<file path="config.mk">
export PLATFORM = sky130hd
export DESIGN_NAME = vt100_escape_parser_flat
export DESIGN_NICKNAME = d
export VERILOG_FILES = /design/src/hdl/vtp_pkg.sv /design/src/hdl/vtp_byte_if.sv /design/src/hdl/vtp_cmd_if.sv /design/src/hdl/vt100_escape_parser.sv /design/src/hdl/vtp_parse_core.sv /design/src/hdl/vtp_out_stage.sv /design/src/flat_wrapper.sv
export SDC_FILE = /design/constraint.sdc
export NUM_CORES = 1
export LEC_CHECK = 0
export ABC_AREA = 1
export BUFFER_PORTS_ARGS = -buffer_cell sky130_fd_sc_hd__buf_4
export CORE_MARGIN = 3
export CORE_UTILIZATION = 60
export CTS_CLUSTER_SIZE = 12
export DETAILED_ROUTE_END_ITERATION = 6
export PLACE_DENSITY = 0.79
export SETUP_SLACK_MARGIN = 0.4
export SLEW_MARGIN = 40
export SYNTH_ARGS = -nofsm -noshare
export SYNTH_HDL_FRONTEND = slang
export SYNTH_SLANG_ARGS = --single-unit
</file>
<file path="constraint.sdc">
create_clock -name clk -period 5.8 [get_ports clk]
set_input_delay 0.29 -clock clk [delete_from_list [all_inputs] [get_ports clk]]
set_output_delay 0.29 -clock clk [all_outputs]
set_load 0.01 [all_outputs]
</file>
<file path="src/hdl/vtp_pkg.sv">
package vtp_pkg;

	localparam int NUM_PARAMS_DEF = 3;
	localparam int PARAM_BITS_DEF = 16;

	localparam int CMD_W  = 4;
	localparam int CHAR_W = 8;
	localparam int ARG_W  = 16;
	localparam int ATTR_W = 8;
	localparam int COLOR_W = 3;

	localparam logic [CHAR_W-1:0] CH_ESC    = 8'h1b;
	localparam logic [CHAR_W-1:0] CH_CR     = 8'h0d;
	localparam logic [CHAR_W-1:0] CH_LF     = 8'h0a;
	localparam logic [CHAR_W-1:0] CH_LBRACK = 8'h5b;
	localparam logic [CHAR_W-1:0] CH_HASH   = 8'h23;
	localparam logic [CHAR_W-1:0] CH_LPAREN = 8'h28;
	localparam logic [CHAR_W-1:0] CH_RPAREN = 8'h29;
	localparam logic [CHAR_W-1:0] CH_0      = 8'h30;
	localparam logic [CHAR_W-1:0] CH_9      = 8'h39;
	localparam logic [CHAR_W-1:0] CH_SEMI   = 8'h3b;
	localparam logic [CHAR_W-1:0] CH_QMARK  = 8'h3f;
	localparam logic [CHAR_W-1:0] CH_M      = 8'h6d;
	localparam logic [CHAR_W-1:0] CH_N      = 8'h6e;
	localparam logic [CHAR_W-1:0] CH_UP     = 8'h41;
	localparam logic [CHAR_W-1:0] CH_DOWN   = 8'h42;
	localparam logic [CHAR_W-1:0] CH_RIGHT  = 8'h43;
	localparam logic [CHAR_W-1:0] CH_LEFT   = 8'h44;
	localparam logic [CHAR_W-1:0] CH_EL     = 8'h4b;
	localparam logic [CHAR_W-1:0] CH_ED     = 8'h4a;
	localparam logic [CHAR_W-1:0] CH_CUP    = 8'h48;
	localparam logic [CHAR_W-1:0] CH_SET    = 8'h68;
	localparam logic [CHAR_W-1:0] CH_RESET  = 8'h6c;

	localparam int FG_LO = 30;
	localparam int FG_HI = 37;
	localparam int BG_LO = 40;
	localparam int BG_HI = 47;
	localparam int MODE_CKM  = 1;
	localparam int MODE_CVIS = 25;
	localparam int DSR_POS   = 6;
	localparam int ED_MAX    = 2;

	localparam logic [COLOR_W-1:0] FG_RESET = 3'd7;
	localparam logic [COLOR_W-1:0] BG_RESET = 3'd0;

	typedef enum logic [CMD_W-1:0] {
		CMD_PRINT      = 4'd0,
		CMD_CR         = 4'd1,
		CMD_LF         = 4'd2,
		CMD_SET_ATTR   = 4'd3,
		CMD_REPORT_POS = 4'd4,
		CMD_UP         = 4'd5,
		CMD_DOWN       = 4'd6,
		CMD_RIGHT      = 4'd7,
		CMD_LEFT       = 4'd8,
		CMD_ERASE_EOL  = 4'd9,
		CMD_ERASE_SCR  = 4'd10,
		CMD_SET_POS    = 4'd11,
		CMD_CURSOR_VIS = 4'd12
	} cmd_t;

	typedef enum logic [4:0] {
		ST_NORMAL  = 5'b00001,
		ST_ESC     = 5'b00010,
		ST_NUM     = 5'b00100,
		ST_SWALLOW = 5'b01000,
		ST_MODE    = 5'b10000
	} parse_state_t;

	typedef struct packed {
		cmd_t                command;
		logic [CHAR_W-1:0]   print_char;
		logic [ARG_W-1:0]    arg_a;
		logic [ARG_W-1:0]    arg_b;
		logic [ATTR_W-1:0]   attribute;
		logic                cursor_keys_ansi;
	} result_t;

	// ANSI order is red in bit 0; console order is blue in bit 0
	function automatic logic [COLOR_W-1:0] swap_rb(input logic [COLOR_W-1:0] c);
		return {c[0], c[1], c[2]};
	endfunction

	function automatic logic [ATTR_W-1:0] make_attr(input logic [COLOR_W-1:0] fg,
			input logic [COLOR_W-1:0] bg, input logic bright);
		return {1'b0, swap_rb(bg), bright, swap_rb(fg)};
	endfunction

endpackage

</file>
<file path="src/hdl/vtp_byte_if.sv">
interface vtp_byte_if;
	logic       valid;
	logic       ready;
	logic [7:0] ch;

	modport source (output valid, output ch, input ready);
	modport sink (input valid, input ch, output ready);
endinterface

</file>
<file path="src/hdl/vtp_cmd_if.sv">
interface vtp_cmd_if;
	logic        valid;
	logic        ready;
	logic [3:0]  command;
	logic [7:0]  print_char;
	logic [15:0] arg_a;
	logic [15:0] arg_b;
	logic [7:0]  attribute;
	logic        cursor_keys_ansi;

	modport source (output valid, output command, output print_char, output arg_a,
		output arg_b, output attribute, output cursor_keys_ansi, input ready);
	modport sink (input valid, input command, input print_char, input arg_a,
		input arg_b, input attribute, input cursor_keys_ansi, output ready);
endinterface

</file>
<file path="src/hdl/vt100_escape_parser.sv">
// Any command from a buffered byte is registered once the output stage is free.
// Throughput: one byte per cycle while the display side takes commands.
// Pipeline: input register, single-pass parse logic, command register.
// Reset: arst_n clears both stages and returns the parser to plain text,
// colors to white on black, and cursor key mode to ANSI.
module vt100_escape_parser import vtp_pkg::*; #(
	parameter int NUM_PARAMS = NUM_PARAMS_DEF,
	parameter int PARAM_BITS = PARAM_BITS_DEF
) (
	input  logic      clk,
	input  logic      arst_n,
	vtp_byte_if.sink  stream,
	vtp_cmd_if.source display
);

	logic              valid_s1;
	logic [CHAR_W-1:0] ch_s1;
	logic              out_free;
	logic              advance;
	logic              emit;
	result_t           result;

	assign advance      = valid_s1 && out_free;
	assign stream.ready = !valid_s1 || advance;

	always_ff @(posedge clk or negedge arst_n) begin
		if (!arst_n) begin
			valid_s1 <= 1'b0;
		end else if (stream.ready) begin
			valid_s1 <= stream.valid;
		end
	end

	always_ff @(posedge clk) begin
		if (stream.valid && stream.ready) begin
			ch_s1 <= stream.ch;
		end
	end

	vtp_parse_core #(
		.NUM_PARAMS(NUM_PARAMS),
		.PARAM_BITS(PARAM_BITS)
	) u_core (
		.clk    (clk),
		.arst_n (arst_n),
		.step   (advance),
		.ch     (ch_s1),
		.emit   (emit),
		.result (result)
	);

	vtp_out_stage u_out (
		.clk     (clk),
		.arst_n  (arst_n),
		.load    (advance && emit),
		.result  (result),
		.free    (out_free),
		.display (display)
	);

	a_s1_hold: assert property (@(posedge clk) disable iff (!arst_n)
		valid_s1 && !advance |=> valid_s1 && $stable(ch_s1))
		else $error("stalled input byte lost");

	a_emit_lands: assert property (@(posedge clk) disable iff (!arst_n)
		advance && emit |=> display.valid)
		else $error("command not registered");

	a_empty_ready: assert property (@(posedge clk) disable iff (!arst_n)
		!valid_s1 |-> stream.ready)
		else $error("empty input stage refused a byte");

endmodule

</file>
<file path="src/hdl/vtp_parse_core.sv">
module vtp_parse_core import vtp_pkg::*; #(
	parameter int NUM_PARAMS = NUM_PARAMS_DEF,
	parameter int PARAM_BITS = PARAM_BITS_DEF
) (
	input  logic              clk,
	input  logic              arst_n,
	input  logic              step,
	input  logic [CHAR_W-1:0] ch,
	output logic              emit,
	output result_t           result
);

	localparam int IDX_W = (NUM_PARAMS > 1) ? $clog2(NUM_PARAMS) : 1;
	localparam logic [IDX_W-1:0] LAST_IDX = IDX_W'(NUM_PARAMS - 1);
	localparam int P1 = (NUM_PARAMS > 1) ? 1 : 0;

	parse_state_t                state_q, state_d;
	logic [PARAM_BITS-1:0]       params_q [NUM_PARAMS];
	logic [PARAM_BITS-1:0]       params_d [NUM_PARAMS];
	logic [IDX_W-1:0]            idx_q, idx_d;
	logic [COLOR_W-1:0]          fg_q, fg_d, bg_q, bg_d;
	logic                        bright_q, bright_d;
	logic                        ckm_q, ckm_d;
	logic [PARAM_BITS-1:0]       p0, p1, n0, acc, mode_acc;
	logic                        is_digit, en;
	cmd_t                        cmd;
	logic [CHAR_W-1:0]           pc;
	logic [ARG_W-1:0]            arg_a, arg_b;

	function automatic logic [PARAM_BITS-1:0] add_digit(input logic [PARAM_BITS-1:0] v,
			input logic [3:0] d);
		logic [PARAM_BITS+3:0] r;
		r = ({4'b0, v} << 3) + ({4'b0, v} << 1) + {{PARAM_BITS{1'b0}}, d};
		return (r[PARAM_BITS+3:PARAM_BITS] != 4'd0) ? {PARAM_BITS{1'b1}}
			: r[PARAM_BITS-1:0];
	endfunction

	assign p0       = params_q[0];
	assign p1       = (NUM_PARAMS > 1) ? params_q[P1] : '0;
	assign n0       = (p0 == '0) ? PARAM_BITS'(1) : p0;
	assign is_digit = (ch >= CH_0) && (ch <= CH_9);
	assign acc      = add_digit(params_q[idx_q], ch[3:0]);
	assign mode_acc = add_digit(p0, ch[3:0]);
	assign en       = (ch == CH_SET);

	always_comb begin
		state_d  = state_q;
		params_d = params_q;
		idx_d    = idx_q;
		fg_d     = fg_q;
		bg_d     = bg_q;
		bright_d = bright_q;
		ckm_d    = ckm_q;
		emit     = 1'b0;
		cmd      = CMD_PRINT;
		pc       = '0;
		arg_a    = '0;
		arg_b    = '0;
		case (state_q)
			ST_NORMAL: begin
				if (ch == CH_ESC) begin
					for (int i = 0; i < NUM_PARAMS; i++) begin
						params_d[i] = '0;
					end
					idx_d   = '0;
					state_d = ST_ESC;
				end else if (ch == CH_CR) begin
					emit = 1'b1;
					cmd  = CMD_CR;
				end else if (ch == CH_LF) begin
					emit = 1'b1;
					cmd  = CMD_LF;
				end else begin
					emit = 1'b1;
					cmd  = CMD_PRINT;
					pc   = ch;
				end
			end
			ST_ESC: begin
				if (ch == CH_LBRACK) begin
					state_d = ST_NUM;
				end else if (ch == CH_HASH || ch == CH_LPAREN || ch == CH_RPAREN) begin
					state_d = ST_SWALLOW;
				end else begin
					state_d = ST_NORMAL;
				end
			end
			ST_NUM: begin
				if (is_digit) begin
					params_d[idx_q] = acc;
				end else if (ch == CH_SEMI) begin
					if (idx_q == LAST_IDX) begin
						state_d = ST_NORMAL;
					end else begin
						idx_d = idx_q + 1'b1;
					end
				end else if (ch == CH_QMARK) begin
					state_d = ST_MODE;
				end else begin
					state_d = ST_NORMAL;
					case (ch)
						CH_M: begin
							for (int i = 0; i < NUM_PARAMS; i++) begin
								if (IDX_W'(i) <= idx_q) begin
									if (params_q[i] inside {[FG_LO:FG_HI]}) begin
										fg_d = COLOR_W'(params_q[i][2:0] + 3'd2);
									end else if (params_q[i] inside {[BG_LO:BG_HI]}) begin
										bg_d = params_q[i][2:0];
									end else if (params_q[i] == '0) begin
										fg_d     = FG_RESET;
										bg_d     = BG_RESET;
										bright_d = 1'b0;
									end else if (params_q[i] == PARAM_BITS'(1)) begin
										bright_d = 1'b1;
									end
								end
							end
							emit = 1'b1;
							cmd  = CMD_SET_ATTR;
						end
						CH_N: begin
							emit = (p0 == PARAM_BITS'(DSR_POS));
							cmd  = CMD_REPORT_POS;
						end
						CH_UP: begin
							emit  = 1'b1;
							cmd   = CMD_UP;
							arg_a = ARG_W'(n0);
						end
						CH_DOWN: begin
							emit  = 1'b1;
							cmd   = CMD_DOWN;
							arg_a = ARG_W'(n0);
						end
						CH_RIGHT: begin
							emit  = 1'b1;
							cmd   = CMD_RIGHT;
							arg_a = ARG_W'(n0);
						end
						CH_LEFT: begin
							emit  = 1'b1;
							cmd   = CMD_LEFT;
							arg_a = ARG_W'(n0);
						end
						CH_EL: begin
							emit = 1'b1;
							cmd  = CMD_ERASE_EOL;
						end
						CH_ED: begin
							emit  = (p0 <= PARAM_BITS'(ED_MAX));
							cmd   = CMD_ERASE_SCR;
							arg_a = ARG_W'(p0);
						end
						CH_CUP: begin
							emit  = 1'b1;
							cmd   = CMD_SET_POS;
							arg_a = ARG_W'(p0);
							arg_b = ARG_W'(p1);
						end
						default: begin
							emit = 1'b0;
						end
					endcase
				end
			end
			ST_MODE: begin
				if (is_digit) begin
					params_d[0] = mode_acc;
				end else begin
					state_d = ST_NORMAL;
					if (ch == CH_SET || ch == CH_RESET) begin
						if (p0 == PARAM_BITS'(MODE_CKM)) begin
							ckm_d = en;
						end else if (p0 == PARAM_BITS'(MODE_CVIS)) begin
							emit  = 1'b1;
							cmd   = CMD_CURSOR_VIS;
							arg_a = ARG_W'(en);
						end
					end
				end
			end
			default: begin
				state_d = ST_NORMAL;
			end
		endcase
	end

	assign result.command          = cmd;
	assign result.print_char       = pc;
	assign result.arg_a            = arg_a;
	assign result.arg_b            = arg_b;
	assign result.attribute        = make_attr(fg_d, bg_d, bright_d);
	assign result.cursor_keys_ansi = ckm_d;

	always_ff @(posedge clk or negedge arst_n) begin
		if (!arst_n) begin
			state_q  <= ST_NORMAL;
			idx_q    <= '0;
			fg_q     <= FG_RESET;
			bg_q     <= BG_RESET;
			bright_q <= 1'b0;
			ckm_q    <= 1'b1;
			for (int i = 0; i < NUM_PARAMS; i++) begin
				params_q[i] <= '0;
			end
		end else if (step) begin
			state_q  <= state_d;
			idx_q    <= idx_d;
			fg_q     <= fg_d;
			bg_q     <= bg_d;
			bright_q <= bright_d;
			ckm_q    <= ckm_d;
			params_q <= params_d;
		end
	end

	a_esc_clears: assert property (@(posedge clk) disable iff (!arst_n)
		step && state_q == ST_NORMAL && ch == CH_ESC |=> state_q == ST_ESC && idx_q == '0)
		else $error("escape did not clear parameter index");

	a_esc_silent: assert property (@(posedge clk) disable iff (!arst_n)
		state_q == ST_ESC |-> !emit)
		else $error("result produced directly after escape");

	a_hold_idle: assert property (@(posedge clk) disable iff (!arst_n)
		!step |=> $stable(state_q) && $stable(idx_q) && $stable(ckm_q))
		else $error("parser state moved without a byte");

endmodule

</file>
<file path="src/hdl/vtp_out_stage.sv">
module vtp_out_stage import vtp_pkg::*; (
	input  logic     clk,
	input  logic     arst_n,
	input  logic     load,
	input  result_t  result,
	output logic     free,
	vtp_cmd_if.source display
);

	logic    valid_q;
	result_t res_q;

	assign free = !valid_q || display.ready;

	always_ff @(posedge clk or negedge arst_n) begin
		if (!arst_n) begin
			valid_q <= 1'b0;
		end else if (load) begin
			valid_q <= 1'b1;
		end else if (display.ready) begin
			valid_q <= 1'b0;
		end
	end

	always_ff @(posedge clk) begin
		if (load) begin
			res_q <= result;
		end
	end

	assign display.valid            = valid_q;
	assign display.command          = res_q.command;
	assign display.print_char       = res_q.print_char;
	assign display.arg_a            = res_q.arg_a;
	assign display.arg_b            = res_q.arg_b;
	assign display.attribute        = res_q.attribute;
	assign display.cursor_keys_ansi = res_q.cursor_keys_ansi;

endmodule
</file>
<file path="src/flat_wrapper.sv">
// flat-port wrapper written by rule: the top's interface ports become plain ports
module vt100_escape_parser_flat import vtp_pkg::*;
#(
	parameter int NUM_PARAMS = NUM_PARAMS_DEF,
	parameter int PARAM_BITS = PARAM_BITS_DEF
)
  (clk, arst_n, stream_valid, stream_ch, stream_ready, display_valid, display_command, display_print_char, display_arg_a, display_arg_b, display_attribute, display_cursor_keys_ansi, display_ready);
  vtp_byte_if stream_i ();
  vtp_cmd_if display_i ();
  input  logic clk;
  input  logic arst_n;
  input wire logic [$bits(stream_i.valid)-1:0] stream_valid;
  input wire logic [$bits(stream_i.ch)-1:0] stream_ch;
  output wire logic [$bits(stream_i.ready)-1:0] stream_ready;
  output wire logic [$bits(display_i.valid)-1:0] display_valid;
  output wire logic [$bits(display_i.command)-1:0] display_command;
  output wire logic [$bits(display_i.print_char)-1:0] display_print_char;
  output wire logic [$bits(display_i.arg_a)-1:0] display_arg_a;
  output wire logic [$bits(display_i.arg_b)-1:0] display_arg_b;
  output wire logic [$bits(display_i.attribute)-1:0] display_attribute;
  output wire logic [$bits(display_i.cursor_keys_ansi)-1:0] display_cursor_keys_ansi;
  input wire logic [$bits(display_i.ready)-1:0] display_ready;
  assign stream_i.valid = stream_valid;
  assign stream_i.ch = stream_ch;
  assign stream_ready = stream_i.ready;
  assign display_valid = display_i.valid;
  assign display_command = display_i.command;
  assign display_print_char = display_i.print_char;
  assign display_arg_a = display_i.arg_a;
  assign display_arg_b = display_i.arg_b;
  assign display_attribute = display_i.attribute;
  assign display_cursor_keys_ansi = display_i.cursor_keys_ansi;
  assign display_i.ready = display_ready;
  vt100_escape_parser #(.NUM_PARAMS(NUM_PARAMS), .PARAM_BITS(PARAM_BITS)) u_core (.clk(clk), .arst_n(arst_n), .stream(stream_i), .display(display_i));
endmodule
</file>
==> impl_metrics.py <==
metrics = {
    "run_status": {
        "status": "completed",
    },
    "worst_hold_path": {
        "hold_path.class": "input port to register",
    },
    "logic_synthesis": {
        "syn_area_sq_um": 9273,
        "synthFlopType": "edfxtp_1",
        "ys_warn_count": 0,
        "syn_avg_cell_area_sq_um": 7.319,
        "synth_edf_count": 60,
        "synth_cell_types": 50,
        "synth-seq-cells": 125,
        "synth_nets": 1353,
        "async_flop_share": 0.5200,
        "syn-instance-count": 1267,
        "seq_area_frac_synth": 0.3704,
    },
    "clocking": {
        "clk_pin_slew_ns": 0.06,
        "clk_latency_ns": 0.43,
        "clock_sinks": 125,
        "cts_buffers": 17,
        "cts_buffer_depth": 2,
        "htreeDepth": 4,
        "post-cts-setup-buffers": 0,
        "cts-root-buf": "clkbuf_16",
        "cts_hold_buf": 1,
        "cts_tree": "yes",
        "cts_resized": 0,
    },
    "worst_setup_path": {
        "path_max_fanout": 21,
        "end_kind": "register",
        "worst_path_max_delay_cell": "dfrtp_1",
        "cp_data_arrival_time_ns": 4.53,
        "worstPathRequired_ns": 6.09,
        "cp_common_cell": "nand2_1",
        "crit_type": "register to register",
        "worstPathCellList": "inv_2 -> nor2_4 -> inv_1 -> o21a_1 -> fa_1 -> inv_1 -> fa_1 -> nand3_1 -> nand3_1 -> nand3_1 -> nand2_1 -> nand2_1 -> nand2_1 -> nand2_1 -> nand2_1 -> nor2_2 -> buf_4 -> nand2_2 -> inv_1 -> nand2_1 -> nand2_1 -> o21ai_0",
        "start_kind": "register",
        "critPathMaxStageDelay_ns": 0.67,
    },
    "grt": {
        "antenna_found_initial": 0,
        "grtUsageTotal": 0.3022,
        "grt_max_degree": 66,
        "grt_pass1_vias": 8399,
        "gr-total-overflow": 0,
        "grt_pass1_wl_mm": 40.52,
    },
    "drt": {
        "drt_wl_total_mm": 24.84,
        "drt_pass1_iterations": 7,
        "drtIter0Drc": 980,
        "drc_errors": 0,
        "antenna_left": 0,
        "vias_per_cell": 5.863,
        "wire_per_inst_um": 16.31,
        "via_count": 8929,
    },
    "placement": {
        "gp_congestion": 1.078,
        "dp.final_hpwl_mm": 18.90,
        "io_buffers": 65,
    },
    "final_layout": {
        "num_antenna_cells": 0,
        "nNetsFinal": 1412,
        "seq_area_sq_um": 3435,
        "multi_input_area_sq_um": 5106,
        "fillers": 1243,
        "layout-drive-gt1-share": 0.1105,
        "area_growth_pct": 12.82,
    },
    "timing": {
        "report.final.slew_viol_count": 0,
        "period_share": 0.7304,
        "slew_headroom": 0.5133,
        "hold_violations": 0,
        "worst-slew-pin-transition_ns": 0.7301,
        "setup_viol": 0,
        "hold_slack_ns": 0.02891,
        "finalClockSkew_ns": 0.006831,
        "finalSetupTns_ns": 0,
        "rsz0062_at_grt": "no",
        "period_minus_slack_ns": 4.236,
        "fmax_ghz": 0.2361,
    },
    "floorplanning": {
        "die_width_um": 130.3,
        "coreArea_sq_um": 14810,
        "fp-row-count": 44,
        "die_y_um": 130.3,
        "start_util": 0.6261,
        "ioPinCount": 67,
        "die-area_sq_um": 16980,
    },
    "power_and_ir_drop": {
        "comb_power_share": 0.207,
        "swShare": 0.3158,
        "p_sw_mw": 0.8650,
        "clock_power_share": 0.375,
        "power_density_nw_per_um2": 261.9,
        "power.share.sequential": 0.418,
        "ir_drop_v": 0.0002547,
        "power.leakage_nw": 5.308,
        "p_int_mw": 1.874,
    },
    "job": {
        "maxCapViolCount": 0,
    },
}
==> worst max-delay path, delay by kind of cell, from the launching register on <==
kind	cells	cell delay [ns]
AND/OR/NAND/NOR	13	1.27
adder cells (fa/ha/maj)	2	1.03
buffers and inverters	5	0.78
flip-flops	1	0.67
AO/OA/AOI/OAI	2	0.32
==> path summary, 6_finish.rpt <==
path | slack, ns | start | depth (start not counted) | endpoint
max | 1.56 | u_core.u_core.idx_q[1] | 22 | u_core.u_core.p1[11]
min | 0.03 | stream_ch[6] | 1 | u_core.ch_s1[6]
max reg2reg | 1.56 | u_core.u_core.idx_q[1] | 22 | u_core.u_core.p1[11]
min reg2reg | 0.48 | u_core.u_core.fg_q[2] | 2 | u_core.u_core.fg_q[2]
max in group asynchronous | 4.94 | arst_n | 2 | u_core.u_core.p0[11]
min in group asynchronous | 0.43 | arst_n | 2 | u_core.u_out.display.valid
==> routing by layer <==
layer	vias to the layer above	routed length, um	global-route usage	share of wire
met5	-	0	0	0
met2	447	11140	0.4722	0.45
met3	70	2290	0.04707	0.092
met4	0	756	0.1198	0.030
li1	4325	-	-	-
met1	4087	10650	0.4233	0.43
==> sequential cells by signal (all words and copies together), names as in the netlist, 2 cells and up <==
name                             cells
u_core.u_out.display.command         4
u_core.u_core.idx_q                  2
u_core.u_core.p0                    16
u_core.u_core.state_q                5
u_core.u_core.params_q              16
u_core.u_out.display.arg_a          16
u_core.u_out.display.arg_b          16
u_core.u_core.bg_q                   3
u_core.u_core.fg_q                   3
u_core.u_out.display.attribute       7
u_core.u_out.display.print_char      8
u_core.u_core.p1                    16
u_core.ch_s1                         8
==> layout make-up <==
type                            instances  area share
Sequential cell                       125      0.3283
Multi-Input combinational cell        953      0.4881
Timing Repair Buffer                   69     0.05011
Clock buffer                           18     0.04102
Inverter                              160     0.05753
Tap cell                              184     0.02201
Clock inverter                         14     0.01292
==> logic make-up (layout without fill, tap and decap cells) <==
kind of cell / Yosys count / count (layout) / synth area share
compound gates: 188 / 188 / 0.1093
xor+xnor: 19 / 19 / 0.01795
fa+ha+maj: 74 / 74 / 0.1031
buf+inv: 189 / 261 / 0.08177
flops: 125 / 125 / 0.3704
mux: 1 / 1 / 0.001080
other cells: 1 / 1 / 0.0004044
simple gates: 670 / 670 / 0.3160
==> per-stage QoR <==
stage / setup WS [ns] / cells / power (mW) / util / instance area, sq um
after floorplan: 1.326 / 1267 / 1.483 / - / 9273
after global placement: 1.756 / 1490 / 1.706 / 0.6666 / 9872
after detailed placement: 1.625 / 1490 / 1.719 / 0.6669 / 9876
after CTS: 1.603 / 1523 / 2.734 / 0.7056 / 10450
after global routing: 1.185 / 1523 / 2.842 / 0.7064 / 10460
final: 1.564 / 1523 / 2.739 / 0.7064 / 10460
==> Yosys cell counts (4+ instances only) <==
cell type	number	area share
and3_1	5	0.0034
nand3b_1	6	0.0049
nand2_2	4	0.0027
nor2_4	4	0.0049
or2_2	6	0.0040
clkbuf_1	14	0.0057
o21ai_0	73	0.039
nor2_2	7	0.0047
buf_4	4	0.0032
xnor2_1	16	0.015
o21ai_1	7	0.0038
nand3_1	83	0.045
nand4_1	35	0.024
ha_1	70	0.094
fa_1	4	0.0086
o21bai_1	4	0.0032
nor2_1	118	0.048
dfstp_2	5	0.014
inv_1	150	0.061
o22ai_1	14	0.0094
buf_2	8	0.0043
nor3_1	21	0.011
nand2_1	367	0.15
edfxtp_1	60	0.19
inv_2	6	0.0024
dfrtp_1	60	0.16
a21oi_1	75	0.040
==> power by group through the flow <==
stage	registers [mW]	clock network (mW)	logic, mW
finish	1.15	1.03	0.567
global placement	1.16	0	0.548
CTS	1.15	1.03	0.562
detailed placement	1.16	0	0.557
floorplan	1.21	0	0.271
global route	1.16	1.07	0.618
==> cell usage in the layout (no fill, tap or decap), types with 4 or more instances in the layout <==
cell,instances
o21ai_1,7
nor3_1,21
inv_1,150
xnor2_1,16
o21bai_1,4
nor2_2,7
inv_2,6
buf_4,67
nand2_1,367
clkinvlp_4,6
nand3b_1,6
o22ai_1,14
inv_6,5
nand2_2,4
nand3_1,83
clkbuf_16,17
fa_1,4
a21oi_1,74
and3_1,5
dfstp_2,5
or2_2,6
o21ai_0,73
ha_1,70
dfrtp_1,60
nor2_4,4
nand4_1,35
edfxtp_1,60
nor2_1,118
No activity file was read; power rests on OpenSTA's default activity.
